### src/rtl/bat_pkg.sv
// ----------------------------------------------------------------------------
// bat_pkg
// Types, constants and helpers shared by the box affine transform unit.
// ----------------------------------------------------------------------------
`default_nettype none

package bat_pkg;

	localparam int CoordBits         = 24;
	localparam int HalfBits          = CoordBits - 1;
	localparam int CoefBits          = 16;
	localparam int RowBits           = 3 * CoefBits;
	localparam int CoefFracBitsDef   = 12;
	localparam int ProdBits          = CoefBits + CoordBits;
	localparam int SumBits           = ProdBits + 2;
	localparam int CfgIndexBits      = 3;

	localparam logic [RowBits-1:0] Row0Reset = RowBits'(64'd4096 << 32);
	localparam logic [RowBits-1:0] Row1Reset = RowBits'(64'd4096);
	localparam logic [RowBits-1:0] Row2Reset = RowBits'(64'd4096);

	typedef enum logic [CfgIndexBits-1:0] {
		REG_ROW0    = 3'd0,
		REG_ROW1    = 3'd1,
		REG_ROW2    = 3'd2,
		REG_SHIFT_X = 3'd3,
		REG_SHIFT_Y = 3'd4,
		REG_SHIFT_Z = 3'd5
	} cfg_reg_t;

	typedef struct packed {
		logic signed [CoordBits-1:0] mid_x;
		logic signed [CoordBits-1:0] mid_y;
		logic signed [CoordBits-1:0] mid_z;
		logic [HalfBits-1:0]         half_x;
		logic [HalfBits-1:0]         half_y;
		logic [HalfBits-1:0]         half_z;
	} box_in_t;

	typedef struct packed {
		logic signed [CoordBits-1:0] new_mid_x;
		logic signed [CoordBits-1:0] new_mid_y;
		logic signed [CoordBits-1:0] new_mid_z;
		logic [HalfBits-1:0]         new_half_x;
		logic [HalfBits-1:0]         new_half_y;
		logic [HalfBits-1:0]         new_half_z;
		logic                        saturated;
	} box_out_t;

	// raw product bits, row-major: [row][col]
	typedef struct packed {
		logic [2:0][2:0][ProdBits-1:0] mid_p;
		logic [2:0][2:0][ProdBits-1:0] half_p;
	} prod_t;

	// row sums with rounding bias already added
	typedef struct packed {
		logic [2:0][SumBits-1:0] mid_sum;
		logic [2:0][SumBits-1:0] half_sum;
	} sum_t;

	// column 0 sits in the top bits of a row
	function automatic logic signed [CoefBits-1:0] coef_at(
		input logic [RowBits-1:0] row,
		input logic [1:0]         col
	);
		logic [RowBits-1:0] sh;
		sh = row >> (CoefBits * (2 - int'(col)));
		return $signed(sh[CoefBits-1:0]);
	endfunction

endpackage

`default_nettype wire

### src/rtl/bat_sum_stage.sv
// ----------------------------------------------------------------------------
// bat_sum_stage
// Second stage: row sums of the products plus the half-up rounding bias.
// ----------------------------------------------------------------------------
`default_nettype none

module bat_sum_stage #(
	parameter int COEF_FRAC_BITS = bat_pkg::CoefFracBitsDef
) (
	input  wire logic            clk,
	input  wire logic            arst_n,
	input  wire logic            src_valid,
	output logic                 src_ready,
	input  wire bat_pkg::prod_t  src,
	output logic                 dst_valid,
	input  wire logic            dst_ready,
	output bat_pkg::sum_t        dst
);

	localparam int SW = bat_pkg::SumBits;
	localparam logic [SW-1:0] Bias = SW'(64'd1 << (COEF_FRAC_BITS - 1));

	logic          v_s2;
	bat_pkg::sum_t data_s2;
	bat_pkg::sum_t sum;

	always_comb begin
		logic signed [SW-1:0] c;
		logic [SW-1:0]        e;
		sum = '0;
		for (int i = 0; i < 3; i++) begin
			c = $signed(Bias);
			e = Bias;
			for (int j = 0; j < 3; j++) begin
				c = c + SW'($signed(src.mid_p[i][j]));
				e = e + SW'(src.half_p[i][j]);
			end
			sum.mid_sum[i]  = c;
			sum.half_sum[i] = e;
		end
	end

	assign src_ready = !v_s2 || dst_ready;

	always_ff @(posedge clk or negedge arst_n) begin
		if (!arst_n) begin
			v_s2 <= 1'b0;
		end else if (src_ready) begin
			v_s2 <= src_valid;
		end
	end

	always_ff @(posedge clk) begin
		if (src_ready && src_valid) begin
			data_s2 <= sum;
		end
	end

	assign dst_valid = v_s2;
	assign dst       = data_s2;

endmodule

`default_nettype wire

### config.mk
export PLATFORM = sky130hd
export DESIGN_NAME = bat_sum_stage
export DESIGN_NICKNAME = d
export VERILOG_FILES = /design/src/rtl/bat_pkg.sv /design/src/rtl/bat_sum_stage.sv
export SDC_FILE = /design/constraint.sdc
export NUM_CORES = 1
export LEC_CHECK = 0
export ABC_AREA = 1
export CORE_AREA = 2 2 382 384
export CTS_CLUSTER_SIZE = 24
export DETAILED_ROUTE_END_ITERATION = 7
export DIE_AREA = 0 0 384 386
export DONT_BUFFER_PORTS = 1
export SLEW_MARGIN = 20
export SYNTH_ARGS = -nofsm -noshare
export SYNTH_HDL_FRONTEND = slang
export SYNTH_SLANG_ARGS = --single-unit
### constraint.sdc
create_clock -name clk -period 27.9 [get_ports clk]
set_input_delay 4.185 -clock clk [delete_from_list [all_inputs] [get_ports clk]]
set_output_delay 4.185 -clock clk [all_outputs]
set_load 0.01 [all_outputs]
==> impl_results.md, run 1 <==
- CP arrival: 4570 ps
- Busiest layer in global routing: met2
- Worst r2r dst: dst[168]
- Num CTS Buffers: 40
- Total Neg Setup Slack: 0 ps
- Hold slack: 961 ps
- Vias post-DR: 31.7k
- GRT Total Usage: 0.178
- Layout cells sized above 1: 0.0214
- Cells on worst reg2reg path: 4
- Placed cell area: 38,900 um2
- Mapped Cells: 5,334
- Final WL: 136 mm
- Vias in the first global route: 32.2k
- CTS tree: built
- Post-DR vias/cell: 4.33
- 1st-iter DRT viols: 1,674
- Die width: 384 um
- Root Buffer: clkbuf_16
- Count leader, synth: inv_1
- Predominant post-synthesis flop cell: edfxtp_1
- GPL Wtd Cong: 0.986
- # IOs: 978
- H-tree levels: 2
- Final core occ: 0.279
- Crit-path slowest cell: nand2_1
- Finished Cell Area: 40,300 um2
- Synth top cells by count: inv_1, nand2_1, ha_1, nor2_1, edfxtp_1
- Max Cap Viol: 0
- Reg2Reg Setup Slack: 24,580 ps
- DR DRC count: 0
- Seq cells post-synth: 253
- Crit end category: output pin
- CP Buf/Inv Count: 1
- M3 GR Usage: 0.0456
- Skew final: 30.2 ps
- Synthesized area: 36,500 um2
- First-pass DRT Iterations: 5
- P per Cell Area: 66.1 nW/um2
- Syn_nets: 6,775
- Synth-to-Final Area Change: 10.4%
- Yosys top cell area share: 0.207
- Cell variety after synth: 29
- Worst-margin pin slew: 924 ps
- Crit path time final: 8760 ps
- DRT antenna net count: 0
- Crit-path max cell delay: 280 ps
- Max-slew headroom: 0.384
- Maximum clock frequency: 0.114 GHz
- Initial Util: 0.252
- First-pass GRT wire length: 196 mm
- Grt ovf: 0
- WL/cell: 18.5 um
- Met2 GRT Util: 0.324
- HP Class: reg -> reg
- Core area: 145,000 um2
- Syn avg cell area: 6.84 um2
- Unrepaired setup endpoints after global routing: no
- CTS Buffer Depth: 3
- Die area: 148,000 um2
- Setup-failing EPs final: 0
- Final hold viol count: 0
- Worst skew pair latency: 620 ps
- Synth area leaders: edfxtp_1, inv_1, ha_1
- GRT met1 Usage: 0.201
- Outcome: completed
- Lkg Pwr: 23.7 nW
- Total power: 2.66 mW
- VDD IR max: 0.0465 mV
- Fraction of registers with async set or reset after synthesis: 0.00395
- Critical Path End: src_ready
- Clk sinks: 253
- Post-synth EDFFs: 252
- Kind of cell adding the most delay to the critical path: simple AND/OR/NAND/NOR gates
- CP Data Required Time: 23,720 ps
- CP max FO: 2
- CP startpoint kind: input pin
- FP Rows: 140
- Reg-to-reg critical path startpoint: dst_valid
- DP HPWL: 120 mm
- Post-cts resize count: 0
- Final layout net count: 6,822
- Final period util: 0.314
- Largest net degree at the start of global routing: 61
- Worst path cell trace: inv_1 > nand2_1
- Worst path depth: 2
- Setup bufs post-CTS: 0
- Initial antenna violation count: 27
- Synth Warn #: 0
- # fillers: 16.0k
- Largest area contributor in the netlist: edfxtp_1
- Hold_sp: dst_valid
- CTS Hold Bufs: 0
- Height of the die: 386 um
- Buffers on Ports: 0
- CP startpoint: dst_ready
- Final Slew Violations: 0
- Seq/Total Area, Yosys: 0.208
- Clock transition at the registers of the reported paths: 50 ps
- Kind of critical path: in -> out
-- sequential cells by signal, indices dropped and copies added, names as in the netlist --
| register | count |
|---|---|
| dst_valid | 1 |
| dst | 252 |
-- layout make-up --
| type | count | area (um2) | share of cell area |
|---|---|---|---|
| tap | 1917 | 2400 | 0.0596 |
| clock inverter | 24 | 255 | 0.00634 |
| multi-input combinational | 3339 | 22400 | 0.555 |
| timing repair buffer | 5 | 37.5 | 0.000932 |
| clock buffer | 50 | 1080 | 0.0268 |
| inverter | 1742 | 6540 | 0.162 |
| sequential | 253 | 7590 | 0.189 |
| antenna | 7 | 17.5 | 0.000435 |
-- how the worst min path moves through the flow --
stage	end	cells past startpoint
final	dst_valid	2
after global placement	dst_valid	2
after global routing	dst_valid	2
after floorplan	dst_valid	2
after detailed placement	dst_valid	2
after CTS	dst_valid	2
-- per-stage QoR --
step | std cells | worst slack [ps]
4_1_cts | 7330 | 19110
5_1_grt | 7336 | 19120
6_report | 7337 | 19140
3_5_place_dp | 7256 | 19110
3_3_place_gp | 7256 | 19100
2_1_floorplan | 5334 | 10640
-- routing by layer --
layer	routed length (um)	up-vias
li1	-	15816
met1	53900	14738
met2	68300	980
met3	9700	178
met4	3590	26
met5	169	-
-- report_power, final --
| group | leakage, nW | switching (mW) | internal, mW |
|---|---|---|---|
| combinational | 20.6 | 0.952 | 0.457 |
| clock | 0.649 | 0.226 | 0.321 |
| sequential | 2.42 | 0.128 | 0.580 |
-- cell usage in the layout (no fill, tap or decap), drive strengths merged, types with 17 or more instances in the layout --
cell       n
inv     1742
nand2   1544
ha       471
nor2     356
edfxtp   252
fa       246
a21oi    190
nand3    182
xor2     103
o21ai     96
nor3      65
clkbuf    50
xnor2     26
a31oi     21
clkinv    17
-- logic make-up after synthesis --
logic type / share of synthesized area
and+or+nand+nor: 0.240
buffers and inverters: 0.179
adders and majority gates: 0.297
AOI/OAI and AO/OA: 0.0447
DFF: 0.208
xor gates and xnor gates: 0.0310
Note: power is estimated with default switching activity, not from simulation.
==> inputs of run 2 (changes only) <==
clock period = 9 ns   (was 27.9 ns; I/O delays follow)
==> run 2 against run 1 <==
Sequential power grew to 3.1 times the previous value; sequential share of layout area about the same; total power grew to 3.1 times the previous value; critical endpoint is now dst[40].
==> impl_results.md, run 2 (synthesis results as in run 1) <==
- Outcome: completed
- CTS Buffer Depth: 3
- P per Cell Area: 206 nW/um2
- Lkg Pwr: 23.7 nW
- CTS tree: built
- Crit-path slowest cell: fa_1
- Initial antenna violation count: 13
- WL/cell: 18.5 um
- Vias in the first global route: 32.3k
- First-pass GRT wire length: 196 mm
- Kind of cell adding the most delay to the critical path: adder cells
- Total Neg Setup Slack: 0 ps
- # fillers: 16.0k
- First-pass DRT Iterations: 6
- CP max FO: 5
- Crit-path max cell delay: 560 ps
- Num CTS Buffers: 41
- Synth-to-Final Area Change: 10.5%
- HP Class: in -> async
- DR DRC count: 0
- FP Rows: 140
- Kind of critical path: in -> reg
- Grt ovf: 0
- Largest net degree at the start of global routing: 103
- Commonest non-fill, non-tap cell in the layout: inv_1
- Cell mode on critical path: nand2_1
- Crit end category: flop
- GPL Wtd Cong: 0.981
- Initial Util: 0.252
- H-tree levels: 2
- CP startpoint kind: input pin
- Crit path time final: 3830 ps
- Skew final: 36.3 ps
- Final WL: 136 mm
- Final Slew Violations: 0
- Final period util: 0.425
- Height of the die: 386 um
- Seq. cell area: 7590 um2
- Root Buffer: clkbuf_16
- CTS Hold Bufs: 0
- Footprint of the multi-input gates: 22,400 um2
- Vias post-DR: 32.0k
- Final layout net count: 6,822
- Final core occ: 0.279
- Max reg flops: 252
- Worst skew pair latency: 610 ps
- Commonest cells after routing, fill and taps aside: inv_1, nand2_1, ha_1, nor2_1, edfxtp_1
- Layout cells sized above 1: 0.0218
- CP Buf/Inv Count: 2
- Worst-margin pin slew: 998 ps
- DP HPWL: 120 mm
- Unrepaired setup endpoints after global routing: no
- Worst path cell trace: inv_1 > fa_1 > inv_1 > ha_1 > ha_1 > fa_1 > nand3_1 > nand3_1 > nand2_1 > nand2_1 > nand2_1 > nand3_1 > nand2_1 > nand2_1 > nand2_1 > nand2_1
- Clk sinks: 253
- Core area: 145,000 um2
- Final hold viol count: 0
- VDD IR max: 0.151 mV
- Buffers on Ports: 0
- Die area: 148,000 um2
- Post-DR vias/cell: 4.36
- 1st-iter DRT viols: 1,753
- Maximum clock frequency: 0.261 GHz
- Setup-failing EPs final: 0
- CP Data Required Time: 9340 ps
- CP startpoint: src[2]
- Max-slew headroom: 0.335
- CP arrival: 4170 ps
- Max Cap Viol: 0
- Reg-to-reg critical path startpoint: dst_valid
- DRT antenna net count: 0
- GRT Total Usage: 0.178
- Post-cts resize count: 0
- Total power: 8.28 mW
- Clock transition at the registers of the reported paths: 60 ps
- # IOs: 978
- Setup bufs post-CTS: 0
- Die width: 384 um
run 2: cell count changes in the layout (fill, tap and decap cells not counted):
| cell | before | now |
|---|---|---|
| inv_6 | 0 | 3 |
| diode_2 | 7 | 2 |
| clkinv_2 | 7 | 5 |
| buf_12 | 0 | 1 |
| clkinvlp_4 | 2 | 4 |
| bufinv_16 | 5 | 7 |
| clkbuf_1 | 8 | 7 |
| buf_4 | 5 | 3 |
| clkinv_1 | 8 | 2 |
| clkinv_8 | 1 | 0 |
| clkbuf_16 | 42 | 41 |
run 2: cell type report:
type                            count  share of cell area
Antenna cell                        2            0.000124
Clock buffer                       48              0.0261
Clock inverter                     22             0.00764
Inverter                         1742               0.162
Multi-Input combinational cell   3339               0.555
Sequential cell                   253               0.188
Tap cell                         1917              0.0595
Timing Repair Buffer                4             0.00106
run 2: report_power, final:
part	switching [mW]	internal [mW]
clock	0.700	1.04
sequential	0.394	1.80
combinational	2.95	1.41
total	4.04	4.24
run 2: layer usage:
layer / vias to the layer above / wire length [um] / share of wire / global-route usage
met1: 14943 / 54800 / 0.40 / 0.209
li1: 15801 / - / - / -
met2: 1033 / 67900 / 0.50 / 0.323
met4: 12 / 3960 / 0.029 / 0.0513
met3: 172 / 8970 / 0.066 / 0.0361
met5: - / 71 / 0.00052 / 0
run 2: path summary, 6_finish.rpt:
check	slack, ps	depth (start not counted)	endpoint
setup / recovery	5170	16	dst[40]
hold reg to reg	780	2	dst_valid
hold / removal	460	0	dst_valid
max in group asynchronous	8470	0	dst_valid
setup reg to reg	6420	3	dst[107]
min in group clk	780	2	dst_valid
run 2: worst register-to-register path, stage by stage (launching register included):
cell and delay (ps):
dfrtp_1 480, a21oi_4 180, buf_4 560, buf_4 840
run 2: stage by stage:
stage	worst slack (ps)	cells	hold WS, ps	area, um2
2_1_floorplan	2910	5334	671	36500
3_3_place_gp	4540	7255	751	38900
3_5_place_dp	4540	7255	752	38900
4_1_cts	5220	7325	390	40300
5_1_grt	4990	7325	405	40300
6_report	5170	7327	462	40300
