===== config.mk =====
export PLATFORM = sky130hd
export DESIGN_NAME = bat_clamp_stage
export DESIGN_NICKNAME = d
export VERILOG_FILES = /design/src/rtl/bat_pkg.sv /design/src/rtl/bat_clamp_stage.sv
export SDC_FILE = /design/constraint.sdc
export NUM_CORES = 1
export LEC_CHECK = 0
export BUFFER_PORTS_ARGS = -buffer_cell sky130_fd_sc_hd__buf_4
export CAP_MARGIN = 40
export CORE_AREA = 5 5 181 183
export CTS_BUF_LIST = sky130_fd_sc_hd__clkbuf_16
export DETAILED_ROUTE_END_ITERATION = 8
export DIE_AREA = 0 0 186 188
export PLACE_DENSITY = 0.72
export SYNTH_ARGS = -nofsm -noshare
export SYNTH_HDL_FRONTEND = slang
export SYNTH_SLANG_ARGS = --single-unit

===== constraint.sdc =====
create_clock -name clk -period 4.1 [get_ports clk]
set_input_delay 0.82 -clock clk [delete_from_list [all_inputs] [get_ports clk]]
set_output_delay 0.82 -clock clk [all_outputs]
set_load 0.005 [all_outputs]

===== src/rtl/bat_pkg.sv =====
// ----------------------------------------------------------------------------
// bat_pkg
// Types, constants and helpers shared by the box affine transform unit.
// ----------------------------------------------------------------------------
`default_nettype none

package bat_pkg;

	localparam int CoordBits         = 24;
	localparam int HalfBits          = CoordBits - 1;
	localparam int CoefBits          = 16;
	localparam int RowBits           = 3 * CoefBits;
	localparam int CoefFracBitsDef   = 12;
	localparam int ProdBits          = CoefBits + CoordBits;
	localparam int SumBits           = ProdBits + 2;
	localparam int CfgIndexBits      = 3;

	localparam logic [RowBits-1:0] Row0Reset = RowBits'(64'd4096 << 32);
	localparam logic [RowBits-1:0] Row1Reset = RowBits'(64'd4096);
	localparam logic [RowBits-1:0] Row2Reset = RowBits'(64'd4096);

	typedef enum logic [CfgIndexBits-1:0] {
		REG_ROW0    = 3'd0,
		REG_ROW1    = 3'd1,
		REG_ROW2    = 3'd2,
		REG_SHIFT_X = 3'd3,
		REG_SHIFT_Y = 3'd4,
		REG_SHIFT_Z = 3'd5
	} cfg_reg_t;

	typedef struct packed {
		logic signed [CoordBits-1:0] mid_x;
		logic signed [CoordBits-1:0] mid_y;
		logic signed [CoordBits-1:0] mid_z;
		logic [HalfBits-1:0]         half_x;
		logic [HalfBits-1:0]         half_y;
		logic [HalfBits-1:0]         half_z;
	} box_in_t;

	typedef struct packed {
		logic signed [CoordBits-1:0] new_mid_x;
		logic signed [CoordBits-1:0] new_mid_y;
		logic signed [CoordBits-1:0] new_mid_z;
		logic [HalfBits-1:0]         new_half_x;
		logic [HalfBits-1:0]         new_half_y;
		logic [HalfBits-1:0]         new_half_z;
		logic                        saturated;
	} box_out_t;

	// raw product bits, row-major: [row][col]
	typedef struct packed {
		logic [2:0][2:0][ProdBits-1:0] mid_p;
		logic [2:0][2:0][ProdBits-1:0] half_p;
	} prod_t;

	// row sums with rounding bias already added
	typedef struct packed {
		logic [2:0][SumBits-1:0] mid_sum;
		logic [2:0][SumBits-1:0] half_sum;
	} sum_t;

	// column 0 sits in the top bits of a row
	function automatic logic signed [CoefBits-1:0] coef_at(
		input logic [RowBits-1:0] row,
		input logic [1:0]         col
	);
		logic [RowBits-1:0] sh;
		sh = row >> (CoefBits * (2 - int'(col)));
		return $signed(sh[CoefBits-1:0]);
	endfunction

endpackage

`default_nettype wire


===== src/rtl/bat_clamp_stage.sv =====
// ----------------------------------------------------------------------------
// bat_clamp_stage
// Third stage: drop fraction bits, add translation, saturate; output register.
// ----------------------------------------------------------------------------
`default_nettype none

module bat_clamp_stage #(
	parameter int COEF_FRAC_BITS = bat_pkg::CoefFracBitsDef
) (
	input  wire logic                                 clk,
	input  wire logic                                 arst_n,
	input  wire logic [2:0][bat_pkg::CoordBits-1:0]   shift,
	input  wire logic                                 src_valid,
	output logic                                      src_ready,
	input  wire bat_pkg::sum_t                        src,
	output logic                                      dst_valid,
	input  wire logic                                 dst_ready,
	output bat_pkg::box_out_t                         dst
);

	localparam int SW = bat_pkg::SumBits;
	localparam int CB = bat_pkg::CoordBits;
	localparam int HB = bat_pkg::HalfBits;
	localparam logic signed [SW-1:0] CMax = SW'((64'sd1 <<< (CB - 1)) - 64'sd1);
	localparam logic signed [SW-1:0] CMin = -CMax - SW'(1);

	logic              v_s3;
	bat_pkg::box_out_t data_s3;
	bat_pkg::box_out_t res;

	always_comb begin
		logic signed [SW-1:0] c;
		logic [SW-1:0]        e;
		logic [2:0][CB-1:0]   cm;
		logic [2:0][HB-1:0]   hm;
		logic                 sat;
		sat = 1'b0;
		cm  = '0;
		hm  = '0;
		for (int i = 0; i < 3; i++) begin
			c = ($signed(src.mid_sum[i]) >>> COEF_FRAC_BITS) + SW'($signed(shift[i]));
			if (c > CMax) begin
				cm[i] = CB'(CMax);
				sat   = 1'b1;
			end else if (c < CMin) begin
				cm[i] = CB'(CMin);
				sat   = 1'b1;
			end else begin
				cm[i] = CB'(c);
			end
			e = src.half_sum[i] >> COEF_FRAC_BITS;
			if (e > SW'(CMax)) begin
				hm[i] = HB'(CMax);
				sat   = 1'b1;
			end else begin
				hm[i] = HB'(e);
			end
		end
		res.new_mid_x  = $signed(cm[2]);
		res.new_mid_y  = $signed(cm[1]);
		res.new_mid_z  = $signed(cm[0]);
		res.new_half_x = hm[2];
		res.new_half_y = hm[1];
		res.new_half_z = hm[0];
		res.saturated  = sat;
	end

	assign src_ready = !v_s3 || dst_ready;

	always_ff @(posedge clk or negedge arst_n) begin
		if (!arst_n) begin
			v_s3 <= 1'b0;
		end else if (src_ready) begin
			v_s3 <= src_valid;
		end
	end

	always_ff @(posedge clk) begin
		if (src_ready && src_valid) begin
			data_s3 <= res;
		end
	end

	assign dst_valid = v_s3;
	assign dst       = data_s3;

endmodule

`default_nettype wire


==> flow_metrics.py, run 1 <==
metrics = {
    "clock_tree": {
        "numCtsBuffers": 17,
        "library_cell_used_as_clock_root_buffer": "sky130_fd_sc_hd__clkbuf_16",
        "cts_tree": "done",
        "clock_latency_on_the_worst_skew_pair_ps": 420,
        "cts-hold-fix-buffers": 0,
        "cts.sinks": 143,
        "clock_pin_slew_reported_for_the_worst_setup_and_hold_paths_after_clock_tree_synthesis_ps": 70,
        "h-tree-depth": 4,
        "max-clock-path-buffers": 2,
    },
    "detailed_routing": {
        "drc": 0,
        "avgRoutedWirePerCell_um": 19.0,
        "iter_0_drt_violations": 641,
        "routed_wirelength_um": 38300,
        "ant_nets": 0,
        "avgViaCountPerCell": 5.22,
        "drt_first_pass_iters": 7,
        "detailroute.via_count": 10600,
    },
    "final_layout": {
        "area.growth.synth_to_final_pct": 46.3,
        "layoutNonFillerInstCount": 2022,
        "layout-drive-gt1-share": 0.393,
        "finalCoreUtilization": 0.496,
        "num-nets-final": 2024,
    },
    "synth": {
        "postSynthCellCount": 1106,
        "asyncSetResetFlopFracSynth": 0.00699,
        "synth.largest_area_cell": "sky130_fd_sc_hd__edfxtp_1",
        "netlist_area_sq_um": 10500,
        "synth_enable_flop_cells": 142,
        "average_cell_area_after_synthesis_sq_um": 9.53,
        "post_synthesis_sequential_area_ratio": 0.407,
        "syn_nets": 1527,
        "synth_cell_types": 70,
        "dominant_synthesized_flop_cell": "sky130_fd_sc_hd__edfxtp_1",
        "synth_top_cell_area_share": 0.405,
        "synth.top_cells.by_count": "sky130_fd_sc_hd__edfxtp_1 (142), sky130_fd_sc_hd__a21oi_1 (106), sky130_fd_sc_hd__o21ai_0 (104)",
        "register_bit_total_from_synthesis": 143,
        "synth-warning-count": 0,
        "synth.most_common_cell": "sky130_fd_sc_hd__edfxtp_1",
        "synth_top_cells_by_area": "sky130_fd_sc_hd__edfxtp_1 (40%), sky130_fd_sc_hd__ha_1 (11%), sky130_fd_sc_hd__a21oi_1 (5.0%), sky130_fd_sc_hd__o21ai_0 (4.9%), sky130_fd_sc_hd__or2_2 (4.4%)",
    },
    "die": {
        "fp.coreArea_sq_um": 31100,
        "vertical_die_dimension_um": 188,
        "start_util": 0.339,
        "die-width_um": 186,
        "total_number_of_placement_rows": 65,
        "dieArea_sq_um": 35000,
        "io_pins": 472,
    },
    "setup_path": {
        "worst-endpoint-required_ps": 4260,
        "regToRegEndpoint": "dst[42]",
        "worstPathArrival_ps": 4020,
        "setup.worst_path.start_class": "primary input",
        "path_max_fanout": 23,
        "r2r_setup_slack_ps": 2390,
        "cp_endpoint_kind": "register",
        "timing.rr.start": "dst_valid",
        "reg2regPathDepth": 3,
        "timing.setup.critical_path_class": "primary input to register",
    },
    "timing": {
        "final.min_clock_period_ps": 3860,
        "setup_viol": 0,
        "finalCritPeriodShare": 0.941,
        "maxSlewViolCount": 0,
        "final-hold-violation-count": 0,
        "final.setup.tns_ps": 0,
        "clock-skew-final_ps": 7.96,
        "worstMarginPinSlew_ps": 784,
        "maxSlewHeadroom": 0.477,
        "upper_clock_frequency_limit_mhz": 259,
        "rsz0062_at_grt": "false",
    },
    "pwr": {
        "intPower_mw": 3.31,
        "power.combinational.fraction": 0.332,
        "seq_power_share": 0.361,
        "p_per_area_nw_per_um2": 315,
        "clock_power_share": 0.307,
        "power.share.switching": 0.320,
        "power.static_leakage_nw": 6.35,
        "power.switching_mw": 1.56,
        "irDropWorstVdd_mv": 0.263,
    },
    "grt": {
        "grt_start_max_net_pins": 143,
        "antenna_found_initial": 7,
        "wire_length_of_the_first_global_routing_pass_um": 56500,
        "track_usage": 0.207,
        "number_of_global_route_vias_before_repair": 10300,
        "grt-ovfl-total": 0,
    },
    "job": {
        "max_cap_viols": 0,
    },
    "worst_hold_path": {
        "worst_hold_path_type": "primary input to asynchronous set/reset pin",
    },
    "placed_design": {
        "dp.final_hpwl_um": 31700,
        "placement.io_buffers": 399,
        "gpl.final_weighted_congestion": 0.924,
        "placed_cells_incl_taps": 1986,
    },
    "status": {
        "run_status": "finished clean",
    },
}
## layer usage
metal | track usage | wire length [um]
met5 | 0 | 48
met4 | 0.0804 | 1350
met3 | 0.0621 | 3560
met1 | 0.250 | 15100
met2 | 0.347 | 18300
## cells by family (layout without fill, tap and decap cells)
kind of cell	count (synthesis)	count (layout)	share of synthesized area
adders and majority gates	93	93	0.113
muxes	1	1	0.000950
DFF	143	143	0.407
and+or+nand+nor	363	363	0.180
AOI/OAI and AO/OA	366	366	0.215
xor gates and xnor gates	72	72	0.0598
other	0	4	0
buffers and inverters	68	578	0.0252
## worst max-delay path, stage by stage
cell and delay (ps):
sky130_fd_sc_hd__buf_4 120, sky130_fd_sc_hd__ha_1 300, sky130_fd_sc_hd__a2111oi_0 390, sky130_fd_sc_hd__o21ai_0 250, sky130_fd_sc_hd__a221oi_2 330, sky130_fd_sc_hd__o31ai_1 150
sky130_fd_sc_hd__a2111oi_0 430, sky130_fd_sc_hd__a311oi_1 110, sky130_fd_sc_hd__or3_1 310, sky130_fd_sc_hd__or4_1 420, sky130_fd_sc_hd__nand2_1 130, sky130_fd_sc_hd__buf_12 160
sky130_fd_sc_hd__o21ai_0 90
## stage by stage
| step | hold WS (ps) | instance area, sq um | setup slack (ps) | power [mW] |
|---|---|---|---|---|
| finish | 164 | 15400 | 241 | 4.86 |
| global route | 137 | 15400 | 42.7 | 5.13 |
| CTS | 141 | 15400 | 237 | 4.89 |
| detailed placement | 555 | 14900 | -199 | 3.39 |
| global placement | 559 | 14800 | -152 | 3.37 |
| floorplan | 524 | 10500 | 112 | 2.63 |
## what timing repair did
item	CTS	global route
resized for setup	0	1
endpoints found under the setup margin	0	1
setup buffers	0	0
## registers in the layout, indices dropped and copies added (netlist names)
register and cells:
dst_valid 1, dst 142
## area by class of cell
| cell class | instances | area (sq um) |
|---|---|---|
| clock inverter | 15 | 125 |
| clock buffer | 17 | 425 |
| tap | 402 | 503 |
| fill | 2876 | 15600 |
| timing repair buffer | 517 | 3960 |
| antenna | 4 | 10.0 |
| multi-input combinational | 895 | 5990 |
| sequential | 143 | 4290 |
| inverter | 29 | 109 |
## power groups by stage
| stage | logic [mW] | clock network, mW | registers [mW] |
|---|---|---|---|
| 2_1_floorplan | 0.834 | 0 | 1.79 |
| 5_1_grt | 1.78 | 1.59 | 1.76 |
| 3_5_place_dp | 1.60 | 0 | 1.79 |
| 4_1_cts | 1.61 | 1.52 | 1.76 |
| 3_3_place_gp | 1.59 | 0 | 1.79 |
| 6_report | 1.62 | 1.49 | 1.76 |
## worst max-delay path by stage
stage	slack (ps)	start	depth (start not counted)	to
floorplan	110	src[186]	12	dst[109]
global placement	-150	src[222]	15	dst[0]
detailed placement	-200	src[222]	15	dst[126]
CTS	240	src[222]	15	dst[126]
global route	40	src[222]	15	dst[0]
finish	240	src[186]	13	dst[97]
## placed cells by master (no fill, tap or decap), types with 4 or more instances in the layout
master | netlist | layout
sky130_fd_sc_hd__a21oi_1 | 106 | 105
sky130_fd_sc_hd__buf_4 | 0 | 510
sky130_fd_sc_hd__o211ai_1 | 23 | 23
sky130_fd_sc_hd__xnor2_1 | 34 | 34
sky130_fd_sc_hd__buf_12 | 0 | 6
sky130_fd_sc_hd__o31ai_1 | 5 | 5
sky130_fd_sc_hd__o21ai_1 | 11 | 11
sky130_fd_sc_hd__o21a_1 | 9 | 9
sky130_fd_sc_hd__or2_2 | 74 | 74
sky130_fd_sc_hd__o21ai_0 | 104 | 104
sky130_fd_sc_hd__nand2b_1 | 14 | 14
sky130_fd_sc_hd__a21o_1 | 33 | 33
sky130_fd_sc_hd__a21boi_0 | 4 | 4
sky130_fd_sc_hd__a211oi_1 | 10 | 10
sky130_fd_sc_hd__o21bai_1 | 10 | 10
sky130_fd_sc_hd__xor2_1 | 38 | 38
sky130_fd_sc_hd__a31oi_1 | 8 | 8
sky130_fd_sc_hd__nand4_1 | 22 | 22
sky130_fd_sc_hd__edfxtp_1 | 142 | 142
sky130_fd_sc_hd__inv_1 | 28 | 28
sky130_fd_sc_hd__clkbuf_16 | 0 | 17
sky130_fd_sc_hd__nor4_1 | 9 | 9
sky130_fd_sc_hd__nand2_1 | 84 | 84
sky130_fd_sc_hd__and4_1 | 6 | 6
sky130_fd_sc_hd__nor2_1 | 58 | 58
sky130_fd_sc_hd__nand3_1 | 25 | 25
sky130_fd_sc_hd__inv_6 | 0 | 5
sky130_fd_sc_hd__nor3_1 | 22 | 22
sky130_fd_sc_hd__and3_1 | 7 | 7
sky130_fd_sc_hd__diode_2 | 0 | 4
sky130_fd_sc_hd__and2_1 | 9 | 8
sky130_fd_sc_hd__ha_1 | 90 | 90
sky130_fd_sc_hd__o311ai_0 | 4 | 4
sky130_fd_sc_hd__nor2b_1 | 9 | 9
sky130_fd_sc_hd__or3_1 | 13 | 13
Note: power is estimated with default switching activity, not from simulation.
==> inputs of run 2 (changes only) <==
--- a/config.mk
+++ b/config.mk
@@ -7,11 +7,11 @@
 export LEC_CHECK = 0
 export BUFFER_PORTS_ARGS = -buffer_cell sky130_fd_sc_hd__buf_4
 export CAP_MARGIN = 40
-export CORE_AREA = 5 5 181 183
+export CORE_AREA = 2 2 183 185
 export CTS_BUF_LIST = sky130_fd_sc_hd__clkbuf_16
 export DETAILED_ROUTE_END_ITERATION = 8
-export DIE_AREA = 0 0 186 188
-export PLACE_DENSITY = 0.72
+export DIE_AREA = 0 0 185 187
+export PLACE_DENSITY = 0.69
 export SYNTH_ARGS = -nofsm -noshare
 export SYNTH_HDL_FRONTEND = slang
 export SYNTH_SLANG_ARGS = --single-unit
==> flow_metrics.py, run 2 (synthesis results as in run 1) <==
metrics = {
    "grt": {
        "grt-ovfl-total": 0,
        "track_usage": 0.204,
        "wire_length_of_the_first_global_routing_pass_um": 54900,
        "antenna_found_initial": 5,
        "grt_start_max_net_pins": 60,
        "number_of_global_route_vias_before_repair": 10300,
    },
    "die": {
        "dieArea_sq_um": 34600,
        "die-width_um": 185,
        "start_util": 0.321,
        "io_pins": 472,
        "total_number_of_placement_rows": 67,
        "fp.coreArea_sq_um": 32900,
        "vertical_die_dimension_um": 187,
    },
    "clock_tree": {
        "cts_resized": 0,
        "max-clock-path-buffers": 2,
        "clock_pin_slew_reported_for_the_worst_setup_and_hold_paths_after_clock_tree_synthesis_ps": 70,
        "library_cell_used_as_clock_root_buffer": "sky130_fd_sc_hd__clkbuf_16",
        "post-cts-setup-buffer-count": 0,
        "cts.sinks": 143,
        "cts-hold-fix-buffers": 0,
        "clock_latency_on_the_worst_skew_pair_ps": 430,
        "h-tree-depth": 4,
        "numCtsBuffers": 17,
        "cts_tree": "done",
    },
    "pwr": {
        "seq_power_share": 0.352,
        "power.switching_mw": 1.56,
        "power.static_leakage_nw": 6.32,
        "intPower_mw": 3.43,
        "p_per_area_nw_per_um2": 323,
        "power.share.switching": 0.313,
        "irDropWorstVdd_mv": 0.261,
        "clock_power_share": 0.328,
        "power.combinational.fraction": 0.320,
    },
    "timing": {
        "fin_worst_hold_slack_ps": 161,
        "final.min_clock_period_ps": 3880,
        "worstMarginPinSlew_ps": 650,
        "setup_viol": 0,
        "upper_clock_frequency_limit_mhz": 257,
        "finalCritPeriodShare": 0.947,
        "final-hold-violation-count": 0,
        "maxSlewViolCount": 0,
        "rsz0062_at_grt": "false",
        "maxSlewHeadroom": 0.561,
        "clock-skew-final_ps": 9.30,
        "final.setup.tns_ps": 0,
        "final_critical_path_setup_slack_ps": 216,
    },
    "status": {
        "run_status": "finished clean",
    },
    "setup_path": {
        "cpMaxStageDelayCell": "sky130_fd_sc_hd__or4_1",
        "worstSetupEndpoint": "dst[105]",
        "worstPathArrival_ps": 4030,
        "cp_endpoint_kind": "register",
        "cp_slowest_stage_delay_ps": 510,
        "critical_path.startpoint": "src[180]",
        "r2r_setup_slack_ps": 2280,
        "setup.worst_path.start_class": "primary input",
        "regToRegEndpoint": "dst[22]",
        "path_max_fanout": 23,
        "worst-endpoint-required_ps": 4240,
        "reg2regPathDepth": 3,
        "timing.setup.critical_path_class": "primary input to register",
        "timing.rr.start": "dst_valid",
        "crit_path_cell_chain": "buf_4 -> ha_1 -> inv_1 -> fa_1 -> nand2b_1 -> a21oi_1 -> o211ai_1 -> a21oi_1 -> nand4_1 -> o311ai_0 -> nand2_1 -> or4_1 -> nand2_1 -> buf_12 -> o21ai_0",
    },
    "final_layout": {
        "layout-drive-gt1-share": 0.390,
        "fill_cells": 3144,
        "largest_reg_flops": 142,
        "area.growth.synth_to_final_pct": 46.6,
        "num-nets-final": 2015,
        "mostFrequentLayoutCells": "sky130_fd_sc_hd__buf_4 (503), sky130_fd_sc_hd__edfxtp_1 (142), sky130_fd_sc_hd__a21oi_1 (106)",
        "area_taken_by_multi_input_logic_gates_sq_um": 5990,
        "layout.cell_area.non_filler_sq_um": 15500,
        "register_area_sq_um": 4290,
        "mostFrequentLayoutCell": "sky130_fd_sc_hd__buf_4",
    },
    "detailed_routing": {
        "detailroute.via_count": 10600,
        "iter_0_drt_violations": 622,
        "ant_nets": 0,
        "avgViaCountPerCell": 5.13,
        "drc": 0,
        "avgRoutedWirePerCell_um": 17.5,
        "routed_wirelength_um": 36200,
        "drt_first_pass_iters": 5,
    },
    "placed_design": {
        "dpl_cell_area_sq_um": 14800,
        "dp.final_hpwl_um": 29700,
        "gpl.final_weighted_congestion": 0.912,
        "placement.io_buffers": 399,
        "detailedPlace.worstSlack_ps": -131,
    },
    "worst_hold_path": {
        "worst_hold_path_type": "primary input to asynchronous set/reset pin",
    },
    "job": {
        "max_cap_viols": 0,
    },
}
[run 2: cell count changes in the layout (fill, tap and decap cells not counted), sizes merged]
cell / delta
bufinv: +2
diode: +2
clkinvlp: -1
inv: +1
buf: -9
clkinv: -2
[run 2: cell type report]
type,count,area share
well taps,448,0.0363
multi-input cells,895,0.388
diodes,6,0.000972
clock inverters,15,0.0121
flip-flops and latches,143,0.278
repair buffers,508,0.251
inverters,29,0.00705
clock buffers,17,0.0275
[run 2: power groups by stage]
| stage | clock (mW) | sequential [mW] | combinational (mW) |
|---|---|---|---|
| 2_1_floorplan | 0 | 1.79 | 0.834 |
| 3_3_place_gp | 0 | 1.79 | 1.56 |
| 3_5_place_dp | 0 | 1.79 | 1.58 |
| 4_1_cts | 1.68 | 1.76 | 1.59 |
| 5_1_grt | 1.74 | 1.76 | 1.76 |
| 6_report | 1.64 | 1.76 | 1.59 |
[run 2: layer usage]
| layer | vias to the layer above | GRT usage | routed length, um | share of wire |
|---|---|---|---|---|
| met5 | - | 0 | 0 | 0 |
| met4 | 0 | 0.0800 | 1060 | 0.029 |
| met3 | 47 | 0.0391 | 2540 | 0.070 |
| met2 | 403 | 0.346 | 17300 | 0.48 |
| met1 | 4972 | 0.254 | 15200 | 0.42 |
| li1 | 5160 | - | - | - |
[run 2: worst min path at each step]
| stage | startpoint | endpoint | slack [ps] | cells past startpoint |
|---|---|---|---|---|
| floorplan | arst_n | dst_valid | 520 | 0 |
| global placement | dst_valid | dst_valid | 590 | 2 |
| detailed placement | dst_valid | dst_valid | 590 | 2 |
| CTS | arst_n | dst_valid | 140 | 1 |
| global route | arst_n | dst_valid | 140 | 1 |
| finish | arst_n | dst_valid | 160 | 1 |
[run 2: critical path: cells and delay by family]
kind / cells / cell delay [ps]
fa+ha+maj: 2 / 560
buf+inv: 3 / 310
compound gates: 5 / 1220
simple gates: 5 / 1110
[run 2: metrics by stage]
step | power [mW] | utilization | std cells
final | 4.99 | 0.470 | 2061
after CTS | 5.03 | 0.470 | 2055
after floorplan | 2.63 | - | 1106
after global routing | 5.26 | 0.470 | 2060
after global placement | 3.35 | 0.451 | 2023
after detailed placement | 3.37 | 0.451 | 2023
